$ cat config.mk
export PLATFORM = sky130hd
export DESIGN_NAME = script_token_lexer_core_flat
export DESIGN_NICKNAME = d
export VERILOG_FILES = /design/src/hw/rtl/stl_pkg.sv /design/src/hw/rtl/stl_in_if.sv /design/src/hw/rtl/stl_out_if.sv /design/src/hw/rtl/script_token_lexer_core.sv /design/src/hw/rtl/stl_step.sv /design/src/hw/rtl/stl_result_fifo.sv /design/src/flat_wrapper.sv
export SDC_FILE = /design/constraint.sdc
export NUM_CORES = 1
export LEC_CHECK = 0
export ABC_AREA = 1
export BUFFER_PORTS_ARGS = -buffer_cell sky130_fd_sc_hd__buf_2
export CORE_MARGIN = 3
export CORE_UTILIZATION = 60
export CTS_BUF_LIST = sky130_fd_sc_hd__clkbuf_16
export DETAILED_ROUTE_END_ITERATION = 12
export PLACE_DENSITY = 0.88
export SKIP_CTS_REPAIR_TIMING = 1
export SYNTH_ARGS = -nofsm -noshare
export SYNTH_HDL_FRONTEND = slang
export SYNTH_HIERARCHICAL = 1
export SYNTH_SLANG_ARGS = --single-unit
$ cat constraint.sdc
create_clock -name clk -period 9 [get_ports clk]
set_clock_uncertainty 0.2 [all_clocks]
set_input_delay 1.8 -clock clk [delete_from_list [all_inputs] [get_ports clk]]
set_output_delay 1.8 -clock clk [all_outputs]
set_load 0.05 [all_outputs]
$ cat src/hw/rtl/stl_pkg.sv
// ----------------------------------------------------------------------------
// stl_pkg
// Shared types, lexer mode codes and result helpers for the token lexer.
// ----------------------------------------------------------------------------
package stl_pkg;

  // Lexer modes.
  localparam logic [2:0] MODE_SKIP     = 3'd0;
  localparam logic [2:0] MODE_SLASH    = 3'd1;
  localparam logic [2:0] MODE_COMMENT  = 3'd2;
  localparam logic [2:0] MODE_WORD     = 3'd3;
  localparam logic [2:0] MODE_QUOTE    = 3'd4;
  localparam logic [2:0] MODE_QUOTE_BS = 3'd5;
  localparam logic [2:0] MODE_DONE     = 3'd6;

  // Character codes.
  localparam logic [7:0] CHR_NUL     = 8'h00;
  localparam logic [7:0] CHR_LF      = 8'h0a;
  localparam logic [7:0] CHR_SPACE   = 8'h20;
  localparam logic [7:0] CHR_QUOTE   = 8'h22;
  localparam logic [7:0] CHR_SLASH   = 8'h2f;
  localparam logic [7:0] CHR_BSLASH  = 8'h5c;

  // Depth of the result queue; one byte may give two results.
  localparam int unsigned FIFO_DEPTH = 4;

  // One result item.
  typedef struct packed {
    logic [7:0] token_byte;
    logic       token_end;
    logic       discarded;
    logic [7:0] token_length;
    logic       was_quoted;
  } stl_result_t;

  // Whitespace and control bytes, and the whole upper half, delimit words.
  function automatic logic is_delim(input logic [7:0] b);
    return (b <= CHR_SPACE) || b[7];
  endfunction

  // A result that carries one token character.
  function automatic stl_result_t put_byte(input logic [7:0] b);
    stl_result_t r;
    r              = '0;
    r.token_byte   = b;
    return r;
  endfunction

  // A result that closes the current token.
  function automatic stl_result_t put_end(input logic       disc,
                                          input logic [7:0] len,
                                          input logic       quoted);
    stl_result_t r;
    r              = '0;
    r.token_end    = 1'b1;
    r.discarded    = disc;
    r.token_length = len;
    r.was_quoted   = quoted;
    return r;
  endfunction

endpackage

$ cat src/hw/rtl/stl_in_if.sv
// ----------------------------------------------------------------------------
// stl_in_if
// Input channel: one text byte per item, valid/ready handshake.
// ----------------------------------------------------------------------------
interface stl_in_if;
  logic       valid;
  logic       ready;
  logic [7:0] in_byte;

  modport source (output valid, output in_byte, input ready);
  modport sink   (input valid, input in_byte, output ready);
endinterface

$ cat src/hw/rtl/stl_out_if.sv
// ----------------------------------------------------------------------------
// stl_out_if
// Result channel: one token character or one end mark per item.
// ----------------------------------------------------------------------------
interface stl_out_if;
  logic       valid;
  logic       ready;
  logic [7:0] token_byte;
  logic       token_end;
  logic       discarded;
  logic [7:0] token_length;
  logic       was_quoted;

  modport source (output valid, output token_byte, output token_end, output discarded,
                  output token_length, output was_quoted, input ready);
  modport sink   (input valid, input token_byte, input token_end, input discarded,
                  input token_length, input was_quoted, output ready);
endinterface

$ cat src/hw/rtl/script_token_lexer_core.sv
// ----------------------------------------------------------------------------
// script_token_lexer_core
// Streaming lexer that cuts script text into word and quoted-string tokens.
// ----------------------------------------------------------------------------
// The block takes one text byte per cycle and updates its mode and character
// count in the same cycle, so a new byte can be accepted every clock. Each
// byte gives zero, one or two result items, which go into a four-entry
// result queue that the output drains at one item per cycle while its ready
// is high; the input is held off whenever fewer than two queue slots are
// free. Token characters come out as they are found, followed by an end item
// with the length and flags. After a zero byte all further bytes are taken
// and ignored until reset.
module script_token_lexer_core #(
  parameter int unsigned MAX_TOKEN_LEN = 128
) (
  input  logic      clk,
  input  logic      rst_n,
  stl_in_if.sink    in_ch,
  stl_out_if.source out_ch
);
  import stl_pkg::*;

  localparam int unsigned CW = $clog2(MAX_TOKEN_LEN + 1);

  logic [2:0]    mode_r;
  logic [2:0]    mode_nxt;
  logic [CW-1:0] count_r;
  logic [CW-1:0] count_nxt;
  logic [1:0]    n_res;
  logic [1:0]    push_cnt;
  logic          accept;
  logic          can_take_two;
  logic          not_empty;
  stl_result_t   res0;
  stl_result_t   res1;
  stl_result_t   head;

  // Byte decode.
  stl_step #(
    .MAX_TOKEN_LEN (MAX_TOKEN_LEN),
    .CW            (CW)
  ) u_step (
    .mode      (mode_r),
    .count     (count_r),
    .in_byte   (in_ch.in_byte),
    .mode_nxt  (mode_nxt),
    .count_nxt (count_nxt),
    .n_res     (n_res),
    .res0      (res0),
    .res1      (res1)
  );

  // Input handshake.
  assign in_ch.ready = can_take_two;
  assign accept      = in_ch.valid && can_take_two;
  assign push_cnt    = accept ? n_res : 2'd0;

  // Lexer state.
  always_ff @(posedge clk) begin
    if (!rst_n) begin
      mode_r  <= MODE_SKIP;
      count_r <= '0;
    end else if (accept) begin
      mode_r  <= mode_nxt;
      count_r <= count_nxt;
    end
  end

  // Result queue.
  stl_result_fifo u_fifo (
    .clk          (clk),
    .rst_n        (rst_n),
    .push_cnt     (push_cnt),
    .push0        (res0),
    .push1        (res1),
    .pop          (out_ch.ready),
    .can_take_two (can_take_two),
    .not_empty    (not_empty),
    .head         (head)
  );

  // Output channel.
  assign out_ch.valid        = not_empty;
  assign out_ch.token_byte   = head.token_byte;
  assign out_ch.token_end    = head.token_end;
  assign out_ch.discarded    = head.discarded;
  assign out_ch.token_length = head.token_length;
  assign out_ch.was_quoted   = head.was_quoted;

endmodule

$ cat src/hw/rtl/stl_step.sv
// ----------------------------------------------------------------------------
// stl_step
// Decodes one text byte against the current mode and count, giving the next
// mode, the next count and up to two result items.
// ----------------------------------------------------------------------------
module stl_step #(
  parameter int unsigned MAX_TOKEN_LEN = 128,
  parameter int unsigned CW            = $clog2(MAX_TOKEN_LEN + 1)
) (
  input  logic [2:0]          mode,
  input  logic [CW-1:0]       count,
  input  logic [7:0]          in_byte,
  output logic [2:0]          mode_nxt,
  output logic [CW-1:0]       count_nxt,
  output logic [1:0]          n_res,
  output stl_pkg::stl_result_t res0,
  output stl_pkg::stl_result_t res1
);
  import stl_pkg::*;

  localparam logic [CW-1:0] MAX_C = CW'(MAX_TOKEN_LEN);
  localparam logic [CW-1:0] ONE_C = CW'(1);

  logic [CW-1:0]  c;
  logic [CW+7:0]  c_ext;
  logic [2:0]     m;
  logic [1:0]     k;
  logic           wa;
  logic           wf;
  logic           qb;
  logic           disc;
  stl_result_t    r [2];

  always_comb begin
    c    = count;
    m    = mode;
    k    = 2'd0;
    wa   = 1'b0;
    wf   = 1'b0;
    qb   = 1'b0;
    disc = 1'b0;
    r[0] = '0;
    r[1] = '0;

    // Mode-specific handling; shared word and quote steps follow below.
    case (mode)
      MODE_SKIP: begin
        if (in_byte == CHR_NUL) begin
          m = MODE_DONE;
        end else if (is_delim(in_byte)) begin
          m = MODE_SKIP;
        end else if (in_byte == CHR_SLASH) begin
          m = MODE_SLASH;
        end else if (in_byte == CHR_QUOTE) begin
          c = '0;
          m = MODE_QUOTE;
        end else begin
          c  = '0;
          wa = 1'b1;
          m  = MODE_WORD;
        end
      end
      MODE_SLASH: begin
        if (in_byte == CHR_SLASH) begin
          m = MODE_COMMENT;
        end else begin
          // The held slash opens a word; the minimum length keeps it stored.
          c    = ONE_C;
          r[0] = put_byte(CHR_SLASH);
          k    = 2'd1;
          m    = MODE_WORD;
          if (is_delim(in_byte)) begin
            wf = 1'b1;
          end else begin
            wa = 1'b1;
          end
        end
      end
      MODE_COMMENT: begin
        if (in_byte == CHR_NUL) begin
          m = MODE_DONE;
        end else if (in_byte == CHR_LF) begin
          m = MODE_SKIP;
        end
      end
      MODE_WORD: begin
        if (is_delim(in_byte)) begin
          wf = 1'b1;
        end else begin
          wa = 1'b1;
        end
      end
      MODE_QUOTE: begin
        qb = 1'b1;
      end
      MODE_QUOTE_BS: begin
        if (in_byte == CHR_QUOTE) begin
          if (c < MAX_C - ONE_C) begin
            c       = c + ONE_C;
            r[k[0]] = put_byte(CHR_QUOTE);
            k       = k + 2'd1;
          end
          m = MODE_QUOTE;
        end else begin
          // The backslash stands for itself, then the byte is handled as usual.
          if (c < MAX_C - ONE_C) begin
            c       = c + ONE_C;
            r[k[0]] = put_byte(CHR_BSLASH);
            k       = k + 2'd1;
          end
          qb = 1'b1;
        end
      end
      default: begin
        m = MODE_DONE;
      end
    endcase

    // Add one character to a word, dropping it beyond the maximum length.
    if (wa) begin
      if (c < MAX_C) begin
        c       = c + ONE_C;
        r[k[0]] = put_byte(in_byte);
        k       = k + 2'd1;
      end
    end

    // Close a word; one that reached the maximum length is flagged as dropped.
    if (wf) begin
      disc    = (c == MAX_C);
      c_ext   = {8'd0, c};
      r[k[0]] = put_end(disc, disc ? 8'd0 : c_ext[7:0], 1'b0);
      k       = k + 2'd1;
      c       = '0;
      m       = (in_byte == CHR_NUL) ? MODE_DONE : MODE_SKIP;
    end else begin
      c_ext = {8'd0, c};
    end

    // One byte inside a quoted string.
    if (qb) begin
      if (in_byte == CHR_QUOTE || in_byte == CHR_NUL) begin
        c_ext   = {8'd0, c};
        r[k[0]] = put_end(1'b0, c_ext[7:0], 1'b1);
        k       = k + 2'd1;
        c       = '0;
        m       = (in_byte == CHR_NUL) ? MODE_DONE : MODE_SKIP;
      end else if (in_byte == CHR_BSLASH) begin
        m = MODE_QUOTE_BS;
      end else begin
        if (c < MAX_C - ONE_C) begin
          c       = c + ONE_C;
          r[k[0]] = put_byte(in_byte);
          k       = k + 2'd1;
        end
        m = MODE_QUOTE;
      end
    end

    mode_nxt  = m;
    count_nxt = c;
    n_res     = k;
    res0      = r[0];
    res1      = r[1];
  end

endmodule

$ cat src/hw/rtl/stl_result_fifo.sv
// ----------------------------------------------------------------------------
// stl_result_fifo
// Small result queue that takes up to two items per cycle and gives one.
// ----------------------------------------------------------------------------
module stl_result_fifo (
  input  logic                 clk,
  input  logic                 rst_n,
  input  logic [1:0]           push_cnt,
  input  stl_pkg::stl_result_t push0,
  input  stl_pkg::stl_result_t push1,
  input  logic                 pop,
  output logic                 can_take_two,
  output logic                 not_empty,
  output stl_pkg::stl_result_t head
);
  import stl_pkg::*;

  localparam int unsigned PW = $clog2(FIFO_DEPTH);
  localparam int unsigned NW = $clog2(FIFO_DEPTH + 1);

  stl_result_t   entry_r [FIFO_DEPTH];
  logic [PW-1:0] wr_ptr_r;
  logic [PW-1:0] wr_ptr_nxt;
  logic [PW-1:0] rd_ptr_r;
  logic [PW-1:0] rd_ptr_nxt;
  logic [NW-1:0] fill_r;
  logic [NW-1:0] fill_nxt;
  logic          do_pop;

  // Status towards the producer and consumer.
  assign not_empty    = (fill_r != '0);
  assign can_take_two = (fill_r <= NW'(FIFO_DEPTH - 2));
  assign head         = entry_r[rd_ptr_r];
  assign do_pop       = pop && not_empty;

  // Pointer and fill updates.
  always_comb begin
    wr_ptr_nxt = wr_ptr_r + PW'(push_cnt);
    rd_ptr_nxt = rd_ptr_r + PW'(do_pop);
    fill_nxt   = fill_r + NW'(push_cnt) - NW'(do_pop);
  end

  always_ff @(posedge clk) begin
    if (!rst_n) begin
      wr_ptr_r <= '0;
      rd_ptr_r <= '0;
      fill_r   <= '0;
    end else begin
      wr_ptr_r <= wr_ptr_nxt;
      rd_ptr_r <= rd_ptr_nxt;
      fill_r   <= fill_nxt;
    end
  end

  // Entry storage; the second item of a pair lands one slot further on.
  always_ff @(posedge clk) begin
    if (push_cnt != 2'd0) begin
      entry_r[wr_ptr_r] <= push0;
    end
    if (push_cnt == 2'd2) begin
      entry_r[wr_ptr_r + PW'(1)] <= push1;
    end
  end

endmodule
$ cat src/flat_wrapper.sv
// flat-port wrapper written by rule: the top's interface ports become plain ports
module script_token_lexer_core_flat import stl_pkg::*;
#(
  parameter int unsigned MAX_TOKEN_LEN = 128
)
  (clk, rst_n, in_ch_valid, in_ch_in_byte, in_ch_ready, out_ch_valid, out_ch_token_byte, out_ch_token_end, out_ch_discarded, out_ch_token_length, out_ch_was_quoted, out_ch_ready);
  stl_in_if in_ch_i ();
  stl_out_if out_ch_i ();
  input  logic clk;
  input  logic rst_n;
  input wire logic [$bits(in_ch_i.valid)-1:0] in_ch_valid;
  input wire logic [$bits(in_ch_i.in_byte)-1:0] in_ch_in_byte;
  output wire logic [$bits(in_ch_i.ready)-1:0] in_ch_ready;
  output wire logic [$bits(out_ch_i.valid)-1:0] out_ch_valid;
  output wire logic [$bits(out_ch_i.token_byte)-1:0] out_ch_token_byte;
  output wire logic [$bits(out_ch_i.token_end)-1:0] out_ch_token_end;
  output wire logic [$bits(out_ch_i.discarded)-1:0] out_ch_discarded;
  output wire logic [$bits(out_ch_i.token_length)-1:0] out_ch_token_length;
  output wire logic [$bits(out_ch_i.was_quoted)-1:0] out_ch_was_quoted;
  input wire logic [$bits(out_ch_i.ready)-1:0] out_ch_ready;
  assign in_ch_i.valid = in_ch_valid;
  assign in_ch_i.in_byte = in_ch_in_byte;
  assign in_ch_ready = in_ch_i.ready;
  assign out_ch_valid = out_ch_i.valid;
  assign out_ch_token_byte = out_ch_i.token_byte;
  assign out_ch_token_end = out_ch_i.token_end;
  assign out_ch_discarded = out_ch_i.discarded;
  assign out_ch_token_length = out_ch_i.token_length;
  assign out_ch_was_quoted = out_ch_i.was_quoted;
  assign out_ch_i.ready = out_ch_ready;
  script_token_lexer_core #(.MAX_TOKEN_LEN(MAX_TOKEN_LEN)) u_core (.clk(clk), .rst_n(rst_n), .in_ch(in_ch_i), .out_ch(out_ch_i));
endmodule
==> flow_metrics.env <==
export IMPL_synthCells=897
export IMPL_rows=37
export IMPL_outcome="finished clean"
export IMPL_synth_edff_count=76
export IMPL_vdd_drop_max_uv=157.3
export IMPL_synth_ff_type="edfxtp_1"
export IMPL_holdPathStages=2
export IMPL_crit_arrival_ns=6.39
export IMPL_portBuffers=32
export IMPL_crit_fanout=39
export IMPL_core_sq_um=10560
export IMPL_synth_top_family_by_area="simple AND/OR/NAND/NOR gates"
export IMPL_dp_cells=1031
export IMPL_finalWeightedCongestion=0.9596
export IMPL_cpMostUsedCell="nand2_1"
export IMPL_insertion_delay_ns=0.34
export IMPL_start_kind="input port"
export IMPL_utilization=0.6651
export IMPL_grt_max_degree=43
export IMPL_cts_sinks=94
export IMPL_dp_hpwl_mm=12.31
export IMPL_critPathKind="in -> reg"
export IMPL_hold_path_class="reg -> reg"
export IMPL_period_share=0.7309
export IMPL_synth_xor_area_frac=0.006605
export IMPL_power_total_w=0.002023
export IMPL_reg2reg_to="u_core/u_fifo/entry_r[3][6]"
export IMPL_cellPowerDensity_nw_per_um2=288.2
export IMPL_leakagePower_nw=2.727
export IMPL_worstHoldStart="u_core/u_fifo/fill_r[2]"
export IMPL_drc_errors=0
export IMPL_cp_end_kind="flip-flop"
export IMPL_cts_buffers=9
export IMPL_syn_area_per_cell_sq_um=7.391
export IMPL_fin_crit_ns=6.578
export IMPL_syn_num_nets=921
export IMPL_via_per_inst=5.889
export IMPL_die_h_microns=111.1
export IMPL_stdcell_count=1047
export IMPL_drtIter0Drc=796
export IMPL_ant_nets=0
export IMPL_fmax_mhz=152.0
export IMPL_slowest_stage="nand3_2"
export IMPL_grt_setup_unrepaired="no"
export IMPL_ff2ff_path_depth=30
export IMPL_grt_pass1_vias=5594
export IMPL_synth_compound_area_share=0.1680
export IMPL_seq_area_sq_um=2643
export IMPL_multiInputGateArea_sq_um=3333
export IMPL_r2r_slack_ns=3.48
export IMPL_grt_pass1_wl_mm=27.28
export IMPL_synth_area_sq_um=6630
export IMPL_firstDrtPassIters=5
export IMPL_muxShareOfSynthArea=0.001510
export IMPL_max_cap_violations=0
export IMPL_clk_pin_slew_worst_paths_ns=0.06
export IMPL_fin_nets=930
export IMPL_holdPathEnd="u_core/u_fifo/fill_r[2]"
export IMPL_yosysWarnings=6
export IMPL_grt_overflow_total=0
export IMPL_vias=6166
export IMPL_clockBufferDepth=2
export IMPL_hold_slack_ns=0.3284
export IMPL_worst_slew_pin_slew_ns=1.021
export IMPL_setup_viol=0
export IMPL_start_util=0.6281
export IMPL_slowest_delay_ns=0.55
export IMPL_timing_final_hold_violations=0
export IMPL_tritoncts="done"
export IMPL_fillers=875
export IMPL_worstReg2RegStart="u_core/count_r[0]"
export IMPL_final_cell_mix="nand2_1 (216), nor2_1 (112), inv_1 (91)"
export IMPL_drive_gt1_frac=0.1504
export IMPL_htreeDepth=3
export IMPL_die_w_microns=111.1
export IMPL_synth_simple_gate_area_share=0.2993
export IMPL_antenna_cells=0
export IMPL_fin_setup_tns_ns=0
export IMPL_async_flop_share=0
export IMPL_ys_types=51
export IMPL_layout_commonest_cell="nand2_1"
export IMPL_cts_root_buf="clkbuf_16"
export IMPL_drv_slew=0
export IMPL_cp_data_required_time_ns=8.81
export IMPL_synth_adder_area_share=0.02378
export IMPL_synth_yosys_seq_area_share=0.3986
export IMPL_drt_total_wl_mm=16.93
export IMPL_die_area_sq_um=12350
export IMPL_io_pins=33
export IMPL_grt_use_total=0.2700
export IMPL_detail_route_wl_per_cell_microns=16.17
export IMPL_antenna_found_initial=0
export IMPL_ys_ff_latch=94
export IMPL_relSlewSlack=0.3185
export IMPL_synthToLayoutAreaGrowth_pct=5.888
-- critical path: cells and delay by family --
kind | cells | cell delay [ns]
AND/OR/NAND/NOR | 22 | 3.10
buffers and inverters | 7 | 0.85
AO/OA/AOI/OAI | 1 | 0.23
adder cells (fa/ha/maj) | 2 | 0.42
-- through the flow --
| stage | cell area [sq um] | worst slack, ns |
|---|---|---|
| 2_1_floorplan | 6630 | 2.111 |
| 3_3_place_gp | 6753 | 2.434 |
| 3_5_place_dp | 6753 | 2.205 |
| 4_1_cts | 7020 | 2.540 |
| 5_1_grt | 7020 | 2.058 |
| 6_report | 7020 | 2.422 |
-- cells by family after synthesis --
logic type | count (synthesis)
DFF | 94
and+or+nand+nor | 436
AOI/OAI and AO/OA | 202
buffers and inverters | 146
muxes | 1
other | 1
xor gates and xnor gates | 5
adders and majority gates | 12
-- per-layer routing --
| layer | track usage | wire [microns] | part of all wire |
|---|---|---|---|
| met1 | 0.3664 | 7074 | 0.42 |
| met2 | 0.4361 | 7736 | 0.46 |
| met3 | 0.04421 | 1655 | 0.098 |
| met4 | 0.1030 | 466 | 0.028 |
| met5 | 0 | 0 | 0 |
-- registers in the layout, indices dropped and copies added (netlist names) --
name / count
u_core/u_fifo/entry_r: 76
u_core/count_r: 8
u_core/u_fifo/rd_ptr_r: 2
u_core/u_fifo/wr_ptr_r: 2
u_core/u_fifo/fill_r: 3
u_core/mode_r: 3
-- final cells by class --
type,count,area share
Clock buffer,9,0.03208
Sequential cell,94,0.3764
Multi-Input combinational cell,657,0.4748
Clock inverter,7,0.006060
Tap cell,136,0.02424
Timing Repair Buffer,39,0.03030
Inverter,105,0.05614
-- power breakdown --
| part | total [W] | internal, W | switching, W |
|---|---|---|---|
| sequential | 0.000645 | 0.000589 | 0.0000557 |
| combinational | 0.00103 | 0.000270 | 0.000758 |
| clock | 0.000350 | 0.000186 | 0.000164 |
-- synth_stat cells, types with 2 or more instances --
cell type / number / area, sq um
nand2_2: 21 / 131.4
nor2_1: 112 / 420.4
a31oi_1: 2 / 12.51
edfxtp_1: 76 / 2282
a21oi_1: 15 / 75.07
o31ai_1: 4 / 30.03
nand3_2: 15 / 150.1
o22ai_1: 20 / 125.1
o41ai_1: 4 / 35.03
ha_1: 11 / 137.6
nand2_1: 216 / 810.8
buf_4: 3 / 22.52
o21ai_1: 76 / 380.4
buf_1: 3 / 11.26
o21ai_0: 65 / 325.3
clkbuf_1: 11 / 41.29
buf_6: 9 / 101.4
nand4_1: 18 / 112.6
nor2_2: 17 / 106.4
buf_8: 2 / 30.03
buf_2: 4 / 20.02
dfxtp_1: 18 / 360.4
nand3_1: 21 / 105.1
inv_1: 89 / 334.1
o21bai_1: 5 / 37.54
a21oi_2: 2 / 17.52
xor2_1: 4 / 35.03
nor3_1: 6 / 30.03
clkbuf_2: 8 / 40.04
inv_2: 16 / 60.06
nor2_4: 4 / 45.04
-- worst max path at each step --
| stage | from | end | slack [ns] |
|---|---|---|---|
| after global placement | in_ch_in_byte[7] | u_core/u_fifo/entry_r[0][11] | 2.43 |
| after floorplan | in_ch_in_byte[7] | u_core/u_fifo/entry_r[0][0] | 2.11 |
| final | in_ch_in_byte[7] | u_core/u_fifo/entry_r[3][6] | 2.42 |
| after detailed placement | in_ch_in_byte[7] | u_core/u_fifo/entry_r[3][14] | 2.21 |
| after CTS | in_ch_in_byte[7] | u_core/u_fifo/entry_r[3][7] | 2.54 |
| after global routing | in_ch_in_byte[5] | u_core/u_fifo/entry_r[0][3] | 2.06 |
No activity file was read; power rests on OpenSTA's default activity.
